`src/design/stq_pkg.sv`:
```
package stq_pkg;

    localparam int TIME_W  = 31;
    localparam int DELTA_W = 30;
    localparam int SLOT_W  = 4;
    localparam int MS_W    = 32;

    typedef enum logic [1:0] {
        FUNC_ARM   = 2'd0,
        FUNC_TICK  = 2'd1,
        FUNC_PAUSE = 2'd2,
        FUNC_CLEAR = 2'd3
    } t_func;

    typedef struct packed {
        logic [1:0]         func;
        logic [TIME_W-1:0]  now_ms;
        logic [SLOT_W-1:0]  slot;
        logic [DELTA_W-1:0] first_delay_ms;
        logic [DELTA_W-1:0] period_ms;
        logic               periodic;
        logic               python_callback;
        logic               pause_value;
        logic               catchup_invoke;
    } t_in_beat;

    typedef struct packed {
        logic              fired;
        logic [SLOT_W-1:0] fired_slot;
        logic              fired_python;
        logic              invoked;
        logic              last;
        logic              truncated;
        logic [MS_W-1:0]   ms_to_next;
    } t_out_beat;

    // Candidate passed along the cell chain during a minimum search.
    typedef struct packed {
        logic              found;
        logic [SLOT_W-1:0] idx;
        logic [TIME_W-1:0] expiry;
        logic              python;
    } t_cand;

    // Command broadcast from the sequencer to every cell.
    typedef struct packed {
        logic               arm;
        logic [SLOT_W-1:0]  arm_slot;
        logic [TIME_W-1:0]  arm_expiry;
        logic [DELTA_W-1:0] arm_period;
        logic               arm_periodic;
        logic               arm_python;
        logic               clear;
        logic               fire;
        logic [SLOT_W-1:0]  fire_slot;
    } t_cell_cmd;

    // Signed wrapping difference a - b, in -2^30 .. 2^30-1.
    function automatic logic signed [TIME_W-1:0] wrap_diff(
        input logic [TIME_W-1:0] a,
        input logic [TIME_W-1:0] b
    );
        wrap_diff = $signed(a - b);
    endfunction

endpackage

```
`src/design/stq_cell.sv`:
```
module stq_cell
    import stq_pkg::*;
#(
    parameter logic [SLOT_W-1:0] IDX = '0
) (
    input  logic      i_clk,
    input  logic      i_rst_n,
    input  t_cell_cmd i_cmd,
    input  t_cand     i_cand,
    output t_cand     o_cand
);

    logic               r_armed;
    logic [TIME_W-1:0]  r_expiry;
    logic [DELTA_W-1:0] r_period;
    logic               r_periodic;
    logic               r_python;

    always_ff @(posedge i_clk) begin
        if (!i_rst_n) begin
            r_armed <= 1'b0;
        end else if (i_cmd.clear) begin
            r_armed <= 1'b0;
        end else if (i_cmd.arm && i_cmd.arm_slot == IDX) begin
            r_armed    <= 1'b1;
            r_expiry   <= i_cmd.arm_expiry;
            r_period   <= i_cmd.arm_period;
            r_periodic <= i_cmd.arm_periodic;
            r_python   <= i_cmd.arm_python;
        end else if (i_cmd.fire && i_cmd.fire_slot == IDX) begin
            if (r_periodic) begin
                r_expiry <= r_expiry + TIME_W'(r_period);
            end else begin
                r_armed <= 1'b0;
            end
        end
    end

    // Keep the incoming pick unless this slot is armed and either nothing was found yet or it is strictly earlier.
    always_comb begin
        o_cand = i_cand;
        if (r_armed && (!i_cand.found || wrap_diff(r_expiry, i_cand.expiry) < 0)) begin
            o_cand.found  = 1'b1;
            o_cand.idx    = IDX;
            o_cand.expiry = r_expiry;
            o_cand.python = r_python;
        end
    end

endmodule

```
`src/design/stq_chain.sv`:
```
module stq_chain
    import stq_pkg::*;
#(
    parameter int NUM_TIMERS = 16
) (
    input  logic      i_clk,
    input  logic      i_rst_n,
    input  t_cell_cmd i_cmd,
    output t_cand     o_cand
);

    localparam int GRP = 4;
    localparam int NG  = (NUM_TIMERS + GRP - 1) / GRP;

    // Cells are grouped by four; a register after each group breaks the
    // comparison chain, so a search result passes through the register of every group in turn.
    t_cand w_link [NUM_TIMERS+1];
    t_cand r_pipe [NG];

    assign w_link[0] = '0;

    for (genvar g = 0; g < NG; g++) begin : g_grp
        t_cand w_head;
        if (g == 0) begin : g_first
            assign w_head = '0;
        end else begin : g_rest
            assign w_head = r_pipe[g-1];
        end
        for (genvar k = 0; k < GRP; k++) begin : g_cell
            localparam int I = g * GRP + k;
            if (I < NUM_TIMERS) begin : g_on
                t_cand w_in;
                if (k == 0) begin : g_k0
                    assign w_in = w_head;
                end else begin : g_kn
                    assign w_in = w_link[I];
                end
                stq_cell #(.IDX(SLOT_W'(I))) u_cell (
                    .i_clk  (i_clk),
                    .i_rst_n(i_rst_n),
                    .i_cmd  (i_cmd),
                    .i_cand (w_in),
                    .o_cand (w_link[I+1])
                );
            end
        end
        localparam int LAST = ((g + 1) * GRP < NUM_TIMERS) ? (g + 1) * GRP : NUM_TIMERS;
        always_ff @(posedge i_clk) begin
            r_pipe[g] <= w_link[LAST];
        end
    end

    assign o_cand = r_pipe[NG-1];

endmodule

```
`src/design/software_timer_queue.sv`:
```
// Channel | Direction | Handshake           | Payload
// input   | in        | i_valid / o_stall   | i_in  (t_in_beat)
// output  | out       | o_valid / i_stall   | o_out (t_out_beat)
//
// An item passes the command, search and decide states from acceptance to the decision
// on its first beat; each firing repeats the search through the chain of NG slot groups of four.
// Reset is synchronous and active low; it disarms every slot and clears pause.
// A stalled output beat holds; the block waits for it before continuing, and the
// input stays stalled until the item's last beat has left the output register.
module software_timer_queue
    import stq_pkg::*;
#(
    parameter int NUM_TIMERS = 16,
    parameter int MAX_FIRES  = 64
) (
    input  logic      i_clk,
    input  logic      i_rst_n,
    input  logic      i_valid,
    output logic      o_stall,
    input  t_in_beat  i_in,
    output logic      o_valid,
    input  logic      i_stall,
    output t_out_beat o_out
);

    localparam int NG    = (NUM_TIMERS + 3) / 4;
    localparam int WAITW = $clog2(NG + 2);
    localparam int FCW   = $clog2(MAX_FIRES + 1);

    typedef enum logic [2:0] {
        ST_IDLE,
        ST_CMD,
        ST_SEARCH,
        ST_DECIDE
    } t_state;

    t_state            r_state;
    t_in_beat          r_item;
    logic              r_paused;
    logic              r_invoke;
    logic              r_run;
    logic [WAITW-1:0]  r_wait;
    logic [FCW-1:0]    r_fires;
    t_cell_cmd         r_cmd;
    t_cand             w_cand;
    t_out_beat         r_out;
    logic              r_ovalid;
    // A firing waits in r_hold until the next search decides whether it was last.
    t_out_beat         r_hold;
    logic              r_have_hold;

    stq_chain #(.NUM_TIMERS(NUM_TIMERS)) u_chain (
        .i_clk  (i_clk),
        .i_rst_n(i_rst_n),
        .i_cmd  (r_cmd),
        .o_cand (w_cand)
    );

    logic signed [TIME_W-1:0] w_dt;
    logic                     w_due;
    logic [MS_W-1:0]          w_ms;

    assign w_dt  = wrap_diff(w_cand.expiry, r_item.now_ms);
    assign w_due = w_cand.found && w_dt <= 0;
    assign w_ms  = !w_cand.found ? '1 : (w_dt <= 0 ? '0 : MS_W'(unsigned'(w_dt)));

    assign o_stall = (r_state != ST_IDLE) || r_ovalid;
    assign o_valid = r_ovalid;
    assign o_out   = r_out;

    always_ff @(posedge i_clk) begin
        if (!i_rst_n) begin
            r_state     <= ST_IDLE;
            r_paused    <= 1'b0;
            r_ovalid    <= 1'b0;
            r_have_hold <= 1'b0;
            r_cmd       <= '0;
            r_wait      <= '0;
            r_fires     <= '0;
            r_run       <= 1'b0;
            r_invoke    <= 1'b0;
        end else begin
            r_cmd.arm   <= 1'b0;
            r_cmd.clear <= 1'b0;
            r_cmd.fire  <= 1'b0;
            if (r_ovalid && !i_stall) begin
                r_ovalid <= 1'b0;
            end
            case (r_state)
                ST_IDLE: begin
                    if (i_valid && !o_stall) begin
                        r_item  <= i_in;
                        r_fires <= '0;
                        r_state <= ST_CMD;
                    end
                end
                ST_CMD: begin
                    r_run <= 1'b0;
                    case (t_func'(r_item.func))
                        FUNC_ARM: begin
                            if (32'(r_item.slot) < NUM_TIMERS) begin
                                r_cmd.arm      <= 1'b1;
                                r_cmd.arm_slot <= r_item.slot;
                                r_cmd.arm_expiry <= r_item.now_ms
                                    + TIME_W'(r_item.first_delay_ms);
                                r_cmd.arm_period <= (r_item.period_ms == '0)
                                    ? DELTA_W'(1) : r_item.period_ms;
                                r_cmd.arm_periodic <= r_item.periodic;
                                r_cmd.arm_python   <= r_item.python_callback;
                            end
                        end
                        FUNC_TICK: begin
                            r_run    <= !r_paused;
                            r_invoke <= 1'b1;
                        end
                        FUNC_PAUSE: begin
                            r_run    <= r_paused && !r_item.pause_value;
                            r_invoke <= r_item.catchup_invoke;
                            r_paused <= r_item.pause_value;
                        end
                        FUNC_CLEAR: begin
                            r_cmd.clear <= 1'b1;
                            r_paused    <= 1'b0;
                        end
                        default: ;
                    endcase
                    r_wait  <= WAITW'(NG + 1);
                    r_state <= ST_SEARCH;
                end
                ST_SEARCH: begin
                    if (r_wait == '0) begin
                        r_state <= ST_DECIDE;
                    end else begin
                        r_wait <= r_wait - 1'b1;
                    end
                end
                ST_DECIDE: begin
                    if (!r_ovalid || !i_stall) begin
                        if (r_run && w_due && 32'(r_fires) < MAX_FIRES) begin
                            if (r_have_hold) begin
                                r_out    <= r_hold;
                                r_ovalid <= 1'b1;
                            end
                            r_hold.fired        <= 1'b1;
                            r_hold.fired_slot   <= w_cand.idx;
                            r_hold.fired_python <= w_cand.python;
                            r_hold.invoked      <= r_invoke;
                            r_hold.last         <= 1'b0;
                            r_hold.truncated    <= 1'b0;
                            r_hold.ms_to_next   <= '0;
                            r_have_hold         <= 1'b1;
                            r_fires             <= r_fires + 1'b1;
                            r_cmd.fire          <= 1'b1;
                            r_cmd.fire_slot     <= w_cand.idx;
                            r_wait              <= WAITW'(NG + 1);
                            r_state             <= ST_SEARCH;
                        end else begin
                            if (r_have_hold) begin
                                r_out <= r_hold;
                            end else begin
                                r_out <= '0;
                            end
                            r_out.last       <= 1'b1;
                            r_out.truncated  <= r_run && w_due;
                            r_out.ms_to_next <= w_ms;
                            r_ovalid         <= 1'b1;
                            r_have_hold      <= 1'b0;
                            r_state          <= ST_IDLE;
                        end
                    end
                end
                default: r_state <= ST_IDLE;
            endcase
        end
    end

endmodule

```
`config.mk`:
```
export PLATFORM = sky130hd
export DESIGN_NAME = software_timer_queue
export DESIGN_NICKNAME = d
export VERILOG_FILES = /design/src/design/stq_pkg.sv /design/src/design/stq_cell.sv /design/src/design/stq_chain.sv /design/src/design/software_timer_queue.sv
export SDC_FILE = /design/constraint.sdc
export NUM_CORES = 2
export LEC_CHECK = 0
export BUFFER_PORTS_ARGS = -buffer_cell sky130_fd_sc_hd__clkbuf_2
export CORE_AREA = 2 2 428 430
export CTS_CLUSTER_DIAMETER = 120
export DETAILED_ROUTE_END_ITERATION = 12
export DIE_AREA = 0 0 430 432
export PLACE_DENSITY = 0.62
export RECOVER_POWER = 50
export SYNTH_ARGS = -nofsm -noshare
export SYNTH_HDL_FRONTEND = slang
export SYNTH_SLANG_ARGS = --single-unit
```
`constraint.sdc`:
```
create_clock -name i_clk -period 18.7 [get_ports i_clk]
set_input_delay 1.87 -clock i_clk [delete_from_list [all_inputs] [get_ports i_clk]]
set_output_delay 1.87 -clock i_clk [all_outputs]
set_load 0.01 [all_outputs]
```
==> results.txt <==
Highest cell delay on the worst timing path: 640 ps
Post-route setup TNS: 0 ps
Net switching power: 1627 uW
Post-synth top area cell: edfxtp_1
Root Driver: clkbuf_16
Final worst-path setup slack: 4333 ps
Power share of the combinational group: 0.044
Starting Density: 0.4856
Crit path capture type: flop
Hold Path Class: reg -> reg
Maximum clock frequency: 69.61 MHz
Clock tree from TritonCTS: done
Global-route usage over all layers: 0.2996
Post-CTS resize count: 0
Flop and latch count out of synthesis: 1408
Total placed cells including tap cells: 11280
Core Footprint: 181700 um^2
Die height: 432 um
Part of the power in the clock network: 0.467
Drt drc: 0
Initial detailed-routing violation count: 6405
Final WL: 283900 um
Share of flip-flops with an asynchronous set or reset: 0
Post-synthesis sequential area ratio: 0.4506
I/O pin count: 148
Most common cell on crit path: a21o_1
Number of buffers inserted by post-CTS setup repair: 0
Slew @ Worst Pin: 4057 ps
Total overflow reported by the global router: 0
Inserted Clock Buffers: 163
Sequential share of power: 0.489
Final GP Congestion: 0.9244
Number of setup violations in the final report: 0
Data arrival time of the worst path: 15050 ps
H-tree depth reported by CTS: 4
Share of the clock period used by the worst path: 0.7683
Area of the die: 185800 um^2
Insertion delay of the later-clocked pin in the worst-skew pair: 820 ps
Floorplan row count: 157
Number of enable-type register cells in the synthesized netlist: 1156
Number of buffers on the longest clock path: 3
Chip Width: 430 um
Static power due to leakage: 0.03943 uW
Clock skew: 32.84 ps
Average cell area after synthesis: 9.920 um^2
CP delay by family, top: compound AO/OA/AOI/OAI gates
Number of buffer and inverter stages on the critical path: 5
Post-Synthesis Cells: 8895
Fillers: 16170
Layout net count: 10160
Result of the run: complete, but fails checks
Area of placed instances: 92320 um^2
Crit path kind: reg -> reg
Number of buffers inserted by hold repair at cts: 0
Number of library cell types mapped by synthesis: 86
Violated checks: max-capacitance violations, max-slew violations
Clock Sink Count: 1408
Signed area change from the synthesized netlist to the final layout: 10.50%
Net switching share of the total power: 0.2301
Min-delay src: u_chain.r_pipe[3][0]$_DFF_P_
Critical path data required time: 19380 ps
Final hold violations: 0
Dominant synthesized flop cell: edfxtp_1
Total non-filler cell area in the finished layout: 97500 um^2
Power per unit of standard cell area: 72.52 nW/um^2
Netlist Area Pre-Place: 88240 um^2
Pin count of the biggest net entering global routing: 80
First-pass iteration count of the detailed router: 6
Cell-internal power: 5444 uW
Net Count, Synth: 10000
Clock transition time at the flip-flop clock pins of the worst setup and hold paths: 60 ps
Share of Yosys cell area claimed by the top area cell type: 0.3934
Remaining max-slew budget at the tightest pin: -1.704
Worst vdd ir: 78.51 uV
Number of max-cap violations: 59
Startpoint type of the worst setup path: flop
Final core utilization: 0.5366
Critical Path Slowest Stage Cell: o21ai_4
Antenna violations before repair: 27
Wire length per cell: 24.49 um
Layout cell share with drive strength beyond 1: 0.06057
Final std cells w/o fill: 11590
Sum of net half-perimeters after detailed placement: 204400 um
Worst slack at placement: 4606 ps
Minimum clock period: 14370 ps
Biggest area contributors in the synthesized netlist: edfxtp_1, ha_1, dfxtp_1
Via Count: 69550
Vias in the first global route: 66530
Count of warnings emitted by yosys: 0
Wire length of the first global-routing pass: 417600 um
Final ANT Viol Nets: 0
Setup repair after global routing missed its margin: false
Vias per Instance: 5.998
Final slew viol count: 2038
R2R setup slack: 4330 ps
Largest fanout on the critical path: 36
Buffers added on ports: 147
## power by group through the flow
stage	Clock [uW]	Combinational [uW]	Sequential, uW
detailed placement	0	307	3520
global placement	0	301	3520
global route	3460	335	3460
finish	3300	309	3460
floorplan	0	181	3490
CTS	3350	309	3460
## logic make-up (layout without fill, tap and decap cells)
group,count (synthesis),in the layout,share of synthesized area
adder cells (fa/ha/maj),1000,1000,0.1433
other,0,13,0
multiplexers,301,301,0.03446
AND/OR/NAND/NOR,2536,2536,0.1300
AO/OA/AOI/OAI,2343,2343,0.1606
XOR/XNOR,442,442,0.04387
flip-flops,1408,1408,0.4506
buffers and inverters,865,1166,0.03728
## flip-flops by register name, summed over array words and instances (netlist names)
| register | cells |
|---|---|
| u_chain.g_grp.g_cell.g_on.u_cell.r_expiry | 496 |
| u_chain.g_grp.g_cell.g_on.u_cell.r_period | 480 |
| u_chain.r_pipe | 145 |
| r_item | 101 |
| r_cmd | 74 |
| o_out | 41 |
| u_chain.g_grp.g_cell.g_on.u_cell.r_armed | 16 |
| u_chain.g_grp.g_cell.g_on.u_cell.r_periodic | 16 |
| u_chain.g_grp.g_cell.g_on.u_cell.r_python | 16 |
| r_fires | 7 |
| r_hold | 6 |
| r_wait | 3 |
| r_state | 2 |
| o_valid | 1 |
| r_have_hold | 1 |
| r_invoke | 1 |
| r_paused | 1 |
| r_run | 1 |
## cells in the mapped netlist (64+ instances only)
cell      instances
edfxtp_1       1156
ha_1            982
nand3_1         195
xnor2_1         202
and3_1           71
o21ai_0         531
a21o_1          204
nand2b_1        103
clkbuf_1        228
nor2_1          967
mux2i_1         282
nor3_1          152
nand4_1          89
dfxtp_1         252
a21oi_1         967
inv_1           584
xor2_1          240
nor2b_1          99
o21a_1          110
nand2_1         671
a21boi_0         64
## final timing paths
kind                                   to  depth (start not counted)
max          u_chain.r_pipe[2][8]$_DFF_P_                         58
min                  r_hold[35]$_DFFE_PP_                          0
max reg2reg  u_chain.r_pipe[2][8]$_DFF_P_                         58
min reg2reg          r_hold[35]$_DFFE_PP_                          0
## layout make-up
| class | instances | area [um^2] | share of cell area |
|---|---|---|---|
| diodes | 13 | 32.53 | 0.0003336 |
| clock buffers | 240 | 4677 | 0.04797 |
| clock inverters | 64 | 777.0 | 0.007969 |
| inverters | 586 | 2200 | 0.02256 |
| multi-input cells | 6622 | 45620 | 0.4679 |
| flip-flops and latches | 1408 | 39760 | 0.4078 |
| well taps | 2385 | 2984 | 0.03061 |
| repair buffers | 276 | 1449 | 0.01486 |
## metrics by stage
stage | total power, uW | hold slack, ps
after floorplan | 3668 | 385.5
after global placement | 3823 | 423.1
after detailed placement | 3829 | 405.9
after CTS | 7115 | 442.9
after global routing | 7255 | 452.5
final | 7071 | 438.1
## metal layers
layer / track usage / wire [um] / part of all wire / vias to the layer above
li1: - / - / - / 32800
met1: 0.3918 / 118200 / 0.42 / 33730
met2: 0.4979 / 133300 / 0.47 / 2452
met3: 0.04288 / 20090 / 0.071 / 559
met4: 0.1253 / 12280 / 0.043 / 6
met5: 0 / 41 / 0.00014 / -
## cell usage in the layout (no fill, tap or decap), drive strengths merged, types with 103 or more instances in the layout
cell type | synthesis | routed
a21o | 204 | 204
a21oi | 967 | 967
clkbuf | 228 | 450
dfxtp | 252 | 252
edfxtp | 1156 | 1156
ha | 982 | 982
inv | 585 | 593
mux2i | 282 | 282
nand2 | 671 | 671
nand2b | 103 | 103
nand3 | 195 | 195
nor2 | 967 | 967
nor3 | 153 | 153
o21a | 110 | 110
o21ai | 540 | 540
xnor2 | 202 | 202
xor2 | 240 | 240
## worst register-to-register path: cells and delay by family, from the launching register on
kind            cells  cell delay, ps
simple gates       11            1960
flops               1             430
xor+xnor            3             650
buf+inv             5            2100
mux                 4            1350
compound gates     31            6500
fa+ha+maj           4            1260
No activity file was read; power rests on OpenSTA's default activity.
